File: config.mk
export PLATFORM = sky130hd
export DESIGN_NAME = array_list_insert_delete_search
export DESIGN_NICKNAME = d
export VERILOG_FILES = /design/src/rtl/alids_pkg.sv /design/src/rtl/alids_ram.sv /design/src/rtl/alids_ctrl.sv /design/src/rtl/array_list_insert_delete_search.sv
export SDC_FILE = /design/constraint.sdc
export NUM_CORES = 2
export LEC_CHECK = 0
export BUFFER_PORTS_ARGS = -buffer_cell sky130_fd_sc_hd__clkbuf_2
export CAP_MARGIN = 0
export CORE_UTILIZATION = 50
export DETAILED_ROUTE_END_ITERATION = 7
export PLACE_DENSITY = 0.76
export SLEW_MARGIN = 20
export SYNTH_ARGS = -nofsm -noshare
export SYNTH_HDL_FRONTEND = slang
export SYNTH_SLANG_ARGS = --single-unit
File: constraint.sdc
create_clock -name clk -period 4.78 [get_ports clk]
set_input_delay 0.956 -clock clk [delete_from_list [all_inputs] [get_ports clk]]
set_output_delay 0.956 -clock clk [all_outputs]
set_load 0.005 [all_outputs]
File: src/rtl/alids_pkg.sv
// shared types, codes and sizes for the array list block
// no dependencies
`default_nettype none
package alids_pkg;

	localparam int DEPTH_DEF = 64;
	localparam int OP_W      = 3;
	localparam int POS_W     = 7;
	localparam int VAL_W     = 32;
	localparam int ST_W      = 3;
	localparam int IDX_W     = 6;
	localparam int CNT_W     = 7;

	typedef logic [OP_W-1:0]         opcode_t;
	typedef logic [POS_W-1:0]        pos_t;
	typedef logic signed [VAL_W-1:0] value_t;
	typedef logic [ST_W-1:0]         status_t;
	typedef logic [IDX_W-1:0]        index_t;
	typedef logic [CNT_W-1:0]        count_t;

	localparam opcode_t OP_CLEAR  = 3'd0;
	localparam opcode_t OP_APPEND = 3'd1;
	localparam opcode_t OP_INSERT = 3'd2;
	localparam opcode_t OP_DELETE = 3'd3;
	localparam opcode_t OP_SEARCH = 3'd4;
	localparam opcode_t OP_DUMP   = 3'd5;

	localparam status_t ST_OK       = 3'd0;
	localparam status_t ST_INVALID  = 3'd1;
	localparam status_t ST_FULL     = 3'd2;
	localparam status_t ST_NOTFOUND = 3'd3;
	localparam status_t ST_EMPTY    = 3'd4;

	typedef struct packed {
		opcode_t opcode;
		pos_t    position;
		value_t  item_value;
	} cmd_t;

	typedef struct packed {
		status_t status;
		index_t  index;
		value_t  entry_value;
		count_t  count;
		logic    last;
	} rsp_t;

endpackage
`default_nettype wire

File: src/rtl/alids_ram.sv
// entry store: one write port, one read port, registered read data
// depends on alids_pkg
`default_nettype none
module alids_ram #(
	parameter int DEPTH = alids_pkg::DEPTH_DEF,
	localparam int AW = $clog2(DEPTH)
) (
	input  wire logic              clk,
	input  wire logic              we,
	input  wire logic [AW-1:0]     waddr,
	input  wire alids_pkg::value_t wdata,
	input  wire logic              re,
	input  wire logic [AW-1:0]     raddr,
	output alids_pkg::value_t      rdata
);

	alids_pkg::value_t mem [DEPTH];

	always_ff @(posedge clk) begin
		if (we) begin
			mem[waddr] <= wdata;
		end
	end

	// read data holds while no read is issued
	always_ff @(posedge clk) begin
		if (re) begin
			rdata <= mem[raddr];
		end
	end

endmodule
`default_nettype wire

File: src/rtl/alids_ctrl.sv
// sequencer: decodes a request, walks the entry store, builds results
// depends on alids_pkg, drives alids_ram
`default_nettype none
module alids_ctrl #(
	parameter int DEPTH = alids_pkg::DEPTH_DEF,
	localparam int AW = $clog2(DEPTH),
	localparam int CW = $clog2(DEPTH + 1)
) (
	input  wire logic              clk,
	input  wire logic              arst_n,
	input  wire logic              cmd_valid,
	output logic                   cmd_ready,
	input  wire alids_pkg::cmd_t   cmd,
	output logic                   res_valid,
	input  wire logic              res_ready,
	output alids_pkg::rsp_t        res,
	output logic                   mem_we,
	output logic [AW-1:0]          mem_waddr,
	output alids_pkg::value_t      mem_wdata,
	output logic                   mem_re,
	output logic [AW-1:0]          mem_raddr,
	input  wire alids_pkg::value_t mem_rdata
);

	typedef logic [AW-1:0] addr_t;
	typedef logic [CW-1:0] cnt_t;

	localparam logic [2:0] S_IDLE   = 3'd0;
	localparam logic [2:0] S_SHIFT  = 3'd1;
	localparam logic [2:0] S_SEARCH = 3'd2;
	localparam logic [2:0] S_DUMP   = 3'd3;
	localparam logic [2:0] S_RESP   = 3'd4;

	logic [2:0]          state_q;
	cnt_t                count_q;
	alids_pkg::opcode_t  op_q;
	addr_t               pos_q;
	alids_pkg::value_t   val_q;
	addr_t               cur_q;
	cnt_t                rem_q;
	alids_pkg::status_t  status_q;
	addr_t               index_q;
	logic                pend_s1;
	addr_t               idx_s1;
	logic                last_s1;

	alids_pkg::pos_t     cnt_pos;
	logic                full;
	logic                issue;
	logic                hit;
	logic                up;

	assign cnt_pos = alids_pkg::pos_t'(count_q);
	assign full    = (count_q == cnt_t'(DEPTH));
	assign hit     = pend_s1 && (mem_rdata == val_q);
	assign up      = (op_q == alids_pkg::OP_INSERT);

	always_comb begin
		cmd_ready = 1'b0;
		res_valid = 1'b0;
		res       = '0;
		mem_we    = 1'b0;
		mem_waddr = idx_s1;
		mem_wdata = mem_rdata;
		mem_re    = 1'b0;
		mem_raddr = cur_q;
		issue     = 1'b0;
		unique case (state_q)
			S_IDLE: begin
				cmd_ready = 1'b1;
				if (cmd_valid && cmd.opcode == alids_pkg::OP_APPEND && !full) begin
					mem_we    = 1'b1;
					mem_waddr = addr_t'(count_q);
					mem_wdata = cmd.item_value;
				end
			end
			S_SHIFT: begin
				issue  = (rem_q != '0);
				mem_re = issue;
				if (pend_s1) begin
					mem_we = 1'b1;
				end else if (!issue && up) begin
					mem_we    = 1'b1;
					mem_waddr = pos_q;
					mem_wdata = val_q;
				end
			end
			S_SEARCH: begin
				issue  = (rem_q != '0) && !hit;
				mem_re = issue;
			end
			S_DUMP: begin
				issue             = (rem_q != '0) && (!pend_s1 || res_ready);
				mem_re            = issue;
				res_valid         = pend_s1;
				res.status        = alids_pkg::ST_OK;
				res.index         = alids_pkg::index_t'(idx_s1);
				res.entry_value   = mem_rdata;
				res.count         = alids_pkg::count_t'(count_q);
				res.last          = last_s1;
			end
			S_RESP: begin
				res_valid   = 1'b1;
				res.status  = status_q;
				res.index   = alids_pkg::index_t'(index_q);
				res.count   = alids_pkg::count_t'(count_q);
				res.last    = 1'b1;
			end
			default: begin
			end
		endcase
	end

	always_ff @(posedge clk or negedge arst_n) begin
		if (!arst_n) begin
			state_q  <= S_IDLE;
			count_q  <= '0;
			pend_s1  <= 1'b0;
			op_q     <= alids_pkg::OP_CLEAR;
			pos_q    <= '0;
			val_q    <= '0;
			cur_q    <= '0;
			rem_q    <= '0;
			status_q <= alids_pkg::ST_OK;
			index_q  <= '0;
			idx_s1   <= '0;
			last_s1  <= 1'b0;
		end else begin
			unique case (state_q)
				S_IDLE: begin
					pend_s1 <= 1'b0;
					if (cmd_valid) begin
						op_q     <= cmd.opcode;
						pos_q    <= addr_t'(cmd.position);
						val_q    <= cmd.item_value;
						index_q  <= '0;
						status_q <= alids_pkg::ST_OK;
						unique case (cmd.opcode)
							alids_pkg::OP_CLEAR: begin
								count_q <= '0;
								state_q <= S_RESP;
							end
							alids_pkg::OP_APPEND: begin
								if (full) begin
									status_q <= alids_pkg::ST_FULL;
								end else begin
									count_q <= count_q + cnt_t'(1);
								end
								state_q <= S_RESP;
							end
							alids_pkg::OP_INSERT: begin
								if (cmd.position > cnt_pos) begin
									status_q <= alids_pkg::ST_INVALID;
									state_q  <= S_RESP;
								end else if (full) begin
									status_q <= alids_pkg::ST_FULL;
									state_q  <= S_RESP;
								end else begin
									cur_q   <= addr_t'(count_q - cnt_t'(1));
									rem_q   <= cnt_t'(cnt_pos - cmd.position);
									state_q <= S_SHIFT;
								end
							end
							alids_pkg::OP_DELETE: begin
								if (cmd.position >= cnt_pos) begin
									status_q <= alids_pkg::ST_INVALID;
									state_q  <= S_RESP;
								end else begin
									cur_q   <= addr_t'(cmd.position) + addr_t'(1);
									rem_q   <= cnt_t'(cnt_pos - cmd.position
										- alids_pkg::pos_t'(1));
									state_q <= S_SHIFT;
								end
							end
							alids_pkg::OP_SEARCH: begin
								cur_q   <= '0;
								rem_q   <= count_q;
								state_q <= S_SEARCH;
							end
							alids_pkg::OP_DUMP: begin
								if (count_q == '0) begin
									status_q <= alids_pkg::ST_EMPTY;
									state_q  <= S_RESP;
								end else begin
									cur_q   <= '0;
									rem_q   <= count_q;
									state_q <= S_DUMP;
								end
							end
							default: begin
							end
						endcase
					end
				end
				S_SHIFT: begin
					pend_s1 <= issue;
					idx_s1  <= up ? (cur_q + addr_t'(1)) : (cur_q - addr_t'(1));
					if (issue) begin
						cur_q <= up ? (cur_q - addr_t'(1)) : (cur_q + addr_t'(1));
						rem_q <= rem_q - cnt_t'(1);
					end
					if (!pend_s1 && !issue) begin
						count_q <= up ? (count_q + cnt_t'(1)) : (count_q - cnt_t'(1));
						state_q <= S_RESP;
					end
				end
				S_SEARCH: begin
					pend_s1 <= issue;
					idx_s1  <= cur_q;
					if (issue) begin
						cur_q <= cur_q + addr_t'(1);
						rem_q <= rem_q - cnt_t'(1);
					end
					if (hit) begin
						index_q <= idx_s1;
						state_q <= S_RESP;
					end else if (!pend_s1 && rem_q == '0) begin
						status_q <= alids_pkg::ST_NOTFOUND;
						state_q  <= S_RESP;
					end
				end
				S_DUMP: begin
					if (!pend_s1 || res_ready) begin
						pend_s1 <= issue;
						idx_s1  <= cur_q;
						last_s1 <= (rem_q == cnt_t'(1));
						if (issue) begin
							cur_q <= cur_q + addr_t'(1);
							rem_q <= rem_q - cnt_t'(1);
						end
					end
					if (pend_s1 && res_ready && last_s1) begin
						state_q <= S_IDLE;
					end
				end
				S_RESP: begin
					if (res_ready) begin
						state_q <= S_IDLE;
					end
				end
				default: begin
					state_q <= S_IDLE;
				end
			endcase
		end
	end

endmodule
`default_nettype wire

File: src/rtl/array_list_insert_delete_search.sv
// top level of the array list: sequencer, entry store and result register
// depends on alids_pkg, alids_ram, alids_ctrl
//
// channel | handshake            | payload
// --------+----------------------+-----------------------------------------
// cmd     | cmd_valid, cmd_ready | opcode, position, item_value
// rsp     | rsp_valid, rsp_ready | status, index, entry_value, count, last
//
// clear, append and rejected requests go straight to the response state
// insert and delete shift the tail of the list through the store,
// one entry moved per cycle; search reads until the first match or the end
// dump reads every entry, one result a cycle unless the result register is held
// reset clears the fill count and handshakes; stored entries are not cleared
// rsp_ready low holds the result register and pauses the dump reads
`default_nettype none
module array_list_insert_delete_search #(
	parameter int DEPTH = alids_pkg::DEPTH_DEF
) (
	input  wire logic            clk,
	input  wire logic            arst_n,
	input  wire logic            cmd_valid,
	output logic                 cmd_ready,
	input  wire alids_pkg::cmd_t cmd,
	output logic                 rsp_valid,
	input  wire logic            rsp_ready,
	output alids_pkg::rsp_t      rsp
);

	localparam int AW = $clog2(DEPTH);

	logic              res_valid;
	logic              res_ready;
	alids_pkg::rsp_t   res;
	logic              mem_we;
	logic [AW-1:0]     mem_waddr;
	alids_pkg::value_t mem_wdata;
	logic              mem_re;
	logic [AW-1:0]     mem_raddr;
	alids_pkg::value_t mem_rdata;
	logic              rsp_valid_q;
	alids_pkg::rsp_t   rsp_q;

	alids_ctrl #(.DEPTH(DEPTH)) u_ctrl (
		.clk       (clk),
		.arst_n    (arst_n),
		.cmd_valid (cmd_valid),
		.cmd_ready (cmd_ready),
		.cmd       (cmd),
		.res_valid (res_valid),
		.res_ready (res_ready),
		.res       (res),
		.mem_we    (mem_we),
		.mem_waddr (mem_waddr),
		.mem_wdata (mem_wdata),
		.mem_re    (mem_re),
		.mem_raddr (mem_raddr),
		.mem_rdata (mem_rdata)
	);

	alids_ram #(.DEPTH(DEPTH)) u_ram (
		.clk   (clk),
		.we    (mem_we),
		.waddr (mem_waddr),
		.wdata (mem_wdata),
		.re    (mem_re),
		.raddr (mem_raddr),
		.rdata (mem_rdata)
	);

	assign res_ready = !rsp_valid_q || rsp_ready;

	always_ff @(posedge clk or negedge arst_n) begin
		if (!arst_n) begin
			rsp_valid_q <= 1'b0;
		end else if (res_ready) begin
			rsp_valid_q <= res_valid;
		end
	end

	always_ff @(posedge clk) begin
		if (res_valid && res_ready) begin
			rsp_q <= res;
		end
	end

	assign rsp_valid = rsp_valid_q;
	assign rsp       = rsp_q;

`ifndef SYNTHESIS
	a_count_bound: assert property (@(posedge clk) disable iff (!arst_n)
		res_valid |-> (res.count <= alids_pkg::count_t'(DEPTH)))
		else $error("fill count above depth");

	a_idle_no_result: assert property (@(posedge clk) disable iff (!arst_n)
		cmd_ready |-> !res_valid)
		else $error("result offered while taking a request");

	a_only_dump_continues: assert property (@(posedge clk) disable iff (!arst_n)
		(rsp_valid && !rsp.last) |-> (rsp.status == alids_pkg::ST_OK))
		else $error("non-final result with error status");

	a_error_no_value: assert property (@(posedge clk) disable iff (!arst_n)
		(res_valid && res.status != alids_pkg::ST_OK) |-> (res.entry_value == '0))
		else $error("error result carries an entry value");
`endif

endmodule
`default_nettype wire

# [Word level (Yosys, flattened, before mapping)]
# Memory sizes are Yosys's and may differ from the RTL's. A register that Yosys moved wholly into a read port is not among the register bits.
# Cells that the tools add are included.
# Widths: inputs -> output; s select.
[totals] mem_bits_rw=2048 n_memories=1 word_cells=175 reg_bits=131 output_inout_bits=51 input_bits=46
[classes] muxes=74 n_reduce_logical=41 addsub=8 n_eq_ne=31 n_lt_le_gt_ge=2
[mem_list] name="u_ram.mem" depth=64 width=32 rd=1 rd_clocked_by_memory_dff=1 write_ports=1 line_no="alids_ram.sv:17" source="alids_pkg::value_t mem [DEPTH];"
[ops] op="$mux 32" count=3
[ops] op="$mux 6" count=16
[ops] op="$mux 7" count=11
[ops] op="$pmux 32 s2" count=1
[ops] op="$pmux 6 s4" count=2
[ops] op="$mux 3" count=15
[ops] op="$eq 32x32->1" count=1
[ops] op="$pmux 3 s5" count=2
[ops] op="$pmux 7 s2" count=2
[ops] op="$pmux 7 s4" count=1
[ops] op="$pmux 6 s2" count=2
[ops] op="$pmux 7 s3" count=1
[ops] op="$sub 7x1->7 const B" count=3
[ops] op="$pmux 6 s3" count=1
[ops] op="$pmux 9 s2" count=1
[ops] op="$pmux 8 s2" count=1
[ops] op="$eq 3x2->1 const B" count=5
[ops] op="$ne 3x3->1 const B" count=5
[ops] op="$logic_not 7->1" count=2
[ops] op="$add 6x1->6 const B" count=2
[ops] op="$ne 2x1->1 const B" count=6
[ops] op="$pmux 3 s4" count=1
[ops] op="$logic_and 1x1->1" count=11
[ops] op="$eq 3x3->1 const B" count=3
[ops] op="other kinds (33)" count=58

# [Logic depth before layout (Yosys ltp)]
[logic_depth] depth_word=9 depth_mapped=13 mapped_depth_nobuf=13

# [Hierarchy]
# A second synthesis with hierarchy kept.
[unflattened] hier_cells=4461 hier_area_um2=87899.3
[modules_own_cells] mod="alids_ram" seq_area_each_um2=62459.9 instances=1 cells_per_inst=3511 area_each_um2=79359.9
[modules_own_cells] mod="alids_ctrl" seq_area_each_um2=2026.9 instances=1 cells_per_inst=897 area_each_um2=7014.2
[modules_own_cells] mod="array_list_insert_delete_search" seq_area_each_um2=1496.4 instances=1 cells_per_inst=53 area_each_um2=1525.2

# [Worst setup path before layout]
# OpenSTA, ideal clock, no wires.
[synth_path] path_kind="input -> register" from="in cmd[39] (netlist name)" to="mem u_ram.mem[0][0] (netlist name), enable pin" arrival_ns=4.234 t_required_ns=4.359 path_buffers=1 stages=8 setup_ns=0.421 path_slack_ns=0.125 cell_sequence="clkbuf_1 or3b_2 a311oi_4 a41oi_4 a221o_1 nor2_1 nand2_1 nor2_1"
[synth_via] elab_chain_cells=7 word_cells_on_any_way=9 classes_between="eq/ne: 1; mux: 6; reduce/logical: 2"
[synth_rtl] element="start, declared" line_no="array_list_insert_delete_search.sv:23" source="input wire alids_pkg::cmd_t cmd,"
[synth_rtl] element="$eq 3x1->1 *" line_no="alids_ctrl.sv:71" source="if (cmd_valid && cmd.opcode == alids_pkg::OP_APPEND && !full) begin"
[synth_rtl] element="$logic_and 1x1->1 * (2 in a row)" line_no="alids_ctrl.sv:71"
[synth_rtl] element="$mux 1" line_no="alids_ctrl.sv:71"
[synth_rtl] element="$pmux 1 s2" line_no="alids_ctrl.sv:68" source="unique case (state_q)"
[synth_rtl] element="$mux 1" line_no="alids_ram.sv:20" source="if (we) begin"
[synth_rtl] element="$mux 1 (implied by the code)" line_no="alids_ram.sv:21" source="mem[waddr] <= wdata;"
[synth_rtl] element="end, declared" line_no="alids_ram.sv:17"
# Every way passes the cells marked *; elsewhere a longest branch is shown, timed or not.

# [Worst setup path in the final report]
[layout_path] from="reg u_ctrl.state_q[1]" to="mem u_ram.mem[4][27] (netlist name), enable pin"
[layout_via] elab_chain_cells=4 word_cells_on_any_way=6 classes_between="eq/ne: 1; mux: 4; reduce/logical: 1"
[layout_rtl] element="start, declared" line_no="alids_ctrl.sv:34" source="logic [2:0] state_q;"
[layout_rtl] element="start signal, assigned" line_no="alids_ctrl.sv:116" source="state_q <= S_IDLE;"
[layout_rtl] element="start signal, assigned" line_no="alids_ctrl.sv:141" source="state_q <= S_RESP;"
[layout_rtl] element="start signal, assigned" line_no="alids_ctrl.sv:149" source="state_q <= S_RESP;"
[layout_rtl] element="$eq 3x1->1 or $logic_not 3->1 (tied branches)" line_no="alids_ctrl.sv:68"
[layout_rtl] element="$pmux 1 s2" line_no="alids_ctrl.sv:68"
[layout_rtl] element="$mux 1" line_no="alids_ram.sv:20"
[layout_rtl] element="$mux 1 (implied by the code)" line_no="alids_ram.sv:21"
# Several ways; a longest one is shown, not always the timed one.

==> metrics.md <==
| Metric | Value |
|---|---|
| Status | finished, final reports clean |
| Clock buffer depth | 3 |
| Core Util, Final | 0.577 |
| Iter 0 DRT Violations | 7136 |
| Max-cap violations | 0 |
| Clock Latency Late Sink | 0.86 ns |
| Hold Path Class | input port to asynchronous set/reset pin |
| Unrepaired setup endpoints after global routing | false |
| Post-synth cell types | 75 |
| Fin crit share | 0.926 |
| Clock Sinks | 2211 |
| Crit end category | register |
| CTS HTree Levels | 4 |
| Post-Syn Area | 86900 µm² |
| CTS tree | done |
| Fmax achieved | 226 MHz |
| Finished Cell Area | 99400 µm² |
| Cts repair resizes | 0 |
| Synthesized Nets | 4125 |
| TritonRoute pass-1 iters | 6 |
| Clock slew at reported path FFs | 0.07 ns |
| Final ANT Viol Nets | 0 |
| FF-to-FF setup slack | 0.35 ns |
| Starting Density | 0.505 |
| Largest net degree at the start of global routing | 65 |
| Row count | 152 |
| Via density per instance | 6.65 |
| Overflow left after global routing | 0 |
| Worst slew margin relative to its limit | 0.208 |
| Ys async rst share | 0.0371 |
| Area leader, netlist | edfxtp_1 |
| Postcts setup bufs | 0 |
| Fraction of layout instances using a drive strength above 1 | 0.300 |
| Detailed placer's ending HPWL | 141 mm |
| Vias | 45500 |
| Fin crit period | 4.43 ns |
| Data required, critical path | 5.23 ns |
| Residual DRC count | 0 |
| Clock Skew | 0.0582 ns |
| Share of the synthesized area in the top cell type | 0.736 |
| FILL cells | 11800 |
| # hold bufs at CTS | 0 |
| Global route hottest layer | met2 |
| Met1 Track Usage GR | 0.360 |
| Setup violators final | 0 |
| I/O Buffers | 96 |
| Critical Path AT | 4.88 ns |
| Yosys reg bits | 2211 |
| Worst Path Buf+Inv | 2 |
| Power Density | 635 nW/µm² |
| CP max FO | 32 |
| Area Growth Syn to Fin | 14.3% |
| Leakage | 31.7 nW |
| Vias in the first global route | 44300 |
| Startpoint types | register |
| DIE AREA | 175000 µm² |
| GR Util met3 | 0.0649 |
| Clock root buffer | clkbuf_16 |
| Mapped Avg Cell Area | 21.4 µm² |
| Wirelength per Cell | 35.1 µm |
| Critical path cell sequence | or4b_2 -> a311oi_4 -> a41oi_4 -> buf_4 -> a221oi_4 -> nand2_1 -> buf_12 -> nor2_4 |
| Final hold violations | 0 |
| GRT Total Usage | 0.272 |
| Highest cell delay on the worst timing path | 0.85 ns |
| Crit path max-delay family | simple AND/OR/NAND/NOR gates |
| Crit Path Category | register to register |
| Ys Warns | 0 |
| Placed cell areas | 92100 µm² |
| Final Max Slew Viols | 0 |
| Met2 capacity usage during global routing | 0.424 |
| Actual slew at the worst max-slew pin | 1.19 ns |
| Cells after Synth | 4058 |
| Core area | 172000 µm² |
| First-pass GRT wire length | 333 mm |
| Crit-path slowest cell | nor2_4 |
| Die W | 419 µm |
| Ports | 97 |
| Post-synth EDFFs | 2129 |
| Placer Congestion | 0.947 |
| Die H | 419 µm |
| Initial antenna violation count | 13 |
| Number of CTS-inserted buffers | 207 |
| Peak VDD IR | 0.657 mV |
| Post-synth top flop | edfxtp_1 |
| Wirelength, routed | 240 mm |
| NumNets Final | 4418 |
| Seq/Total Area, Yosys | 0.759 |
| Top cells by area, synth | edfxtp_1 74%, mux4_2 16%, dfrtp_1 2.4% |
[cells in the final DEF (no fill, tap or decap), types with 8 or more instances in the layout]
master     synthesis  layout
a21oi_1           61      61
a221oi_1          15      15
a22o_1            11      11
a22oi_1           43      43
and2_1            43      43
and3_1             9       9
buf_12             0      55
buf_16             0      19
buf_4              4     130
bufinv_16          0      20
clkbuf_1         131      56
clkbuf_16          0     208
clkbuf_2           0      95
clkinv_1           0      40
clkinv_2           0      30
dfrtp_1           82      76
edfxtp_1        2129    2129
ha_1              20      20
inv_1             32      32
mux2_2            31      31
mux2i_1           68      68
mux4_2           604     604
nand2_1          222     190
nand2_2            1      33
nand2b_1           8       8
nand3_1           27      27
nand4_1           21      21
nor2_1           121      53
nor2_4             0      67
nor2b_1           10      10
nor3_1            16      15
o21ai_0           74      73
o221ai_1          21      21
o22ai_1           30      30
xnor2_1           46      46
xor2_1            10      10
[worst reg2reg max path: cells and delay by family (launching register included)]
family,cells,cell delay (ns)
AOI/OAI and AO/OA,3,1.06
and+or+nand+nor,3,1.88
DFF,1,0.51
buffers and inverters,2,0.60
[layer usage]
metal  routed length [µm]  part of all wire
met2               114000              0.48
met5                   70           0.00029
met3                28500              0.12
met4                14500             0.060
met1                83000              0.35
[synthesized netlist by cell type (all sizes together) (3+ instances only)]
cell type,n
o22ai,30
nor3,16
or3b,4
nor2,122
a31oi,3
mux2i,68
nor3b,5
and2,43
o31ai,6
a21o,4
ha,20
clkbuf,131
and3,9
mux2,31
dfrtp,82
nand2,223
edfxtp,2129
buf,84
nor4,6
a221oi,20
nand3,29
nor2b,10
xnor2,46
a311oi,3
mux4,604
a211oi,3
nand2b,8
nand4,21
a21oi,62
a221o,8
o21ai,74
xor2,10
inv,32
or3,3
a22oi,43
a22o,11
o221ai,21
[report_power, final]
group | internal, W | switching, W | total [W] | leakage, nW
clock network | 0.00922 | 0.00730 | 0.0165 | 3.28
logic | 0.00773 | 0.0133 | 0.0210 | 8.22
registers | 0.0243 | 0.00116 | 0.0255 | 20.2
total | 0.0413 | 0.0218 | 0.0631 | 31.7
[area by class of cell]
| class | instances | area [µm²] | area share |
|---|---|---|---|
| Clock inverter | 117 | 1280 | 0.0129 |
| Antenna cell | 4 | 10.0 | 0.000101 |
| Multi-Input combinational cell | 1600 | 20500 | 0.206 |
| Clock buffer | 269 | 5480 | 0.0552 |
| Tap cell | 2310 | 2890 | 0.0291 |
| Timing Repair Buffer | 299 | 3080 | 0.0310 |
| Sequential cell | 2211 | 66000 | 0.664 |
| Inverter | 32 | 120 | 0.00121 |
[metrics by stage]
stage                     setup TNS [ns]  hold slack, ns  setup slack (ns)  instances  total power [W]
after floorplan                        0           0.450             0.125       4058           0.0371
after global placement                 0           0.480           0.00420       6426           0.0458
after detailed placement           -4.01           0.498           -0.0510       6433           0.0463
after CTS                              0           0.194             0.384       6819           0.0627
after global routing                   0           0.233             0.334       6839           0.0644
final                                  0           0.184             0.352       6842           0.0631
[registers in the layout, indices dropped and copies added, names as in the netlist]
signal	count
u_ram.mem	2048
rsp	49
u_ctrl.val_q	32
u_ram.rdata	32
u_ctrl.cnt_pos	7
u_ctrl.rem_q	7
u_ctrl.idx_s1	6
u_ctrl.index_q	6
u_ctrl.mem_raddr	6
u_ctrl.pos_q	6
u_ctrl.op_q	3
u_ctrl.state_q	3
u_ctrl.status_q	3
rsp_valid	1
u_ctrl.last_s1	1
u_ctrl.pend_s1	1
[path summary, 6_finish.rpt]
check                                            to               start  cells after the start
worst min register to register   u_ctrl.status_q[2]  u_ctrl.status_q[2]                      2
worst max-delay path               u_ram.mem[4][27]   u_ctrl.state_q[1]                      8
min in group clk                   u_ctrl.val_q[19]             cmd[19]                      3
worst max register to register     u_ram.mem[4][27]   u_ctrl.state_q[1]                      8
worst min-delay path                u_ctrl.pos_q[1]              arst_n                      1
max in group asynchronous       u_ctrl.mem_raddr[4]              arst_n                      2
[cell families after synthesis]
group / after synthesis / synth area share
mux: 703 / 0.168
simple gates: 509 / 0.0267
fa+ha+maj: 21 / 0.00311
compound gates: 311 / 0.0253
flops: 2211 / 0.759
buf+inv: 247 / 0.0116
xor+xnor: 56 / 0.00564
Note: power is estimated with default switching activity, not from simulation.
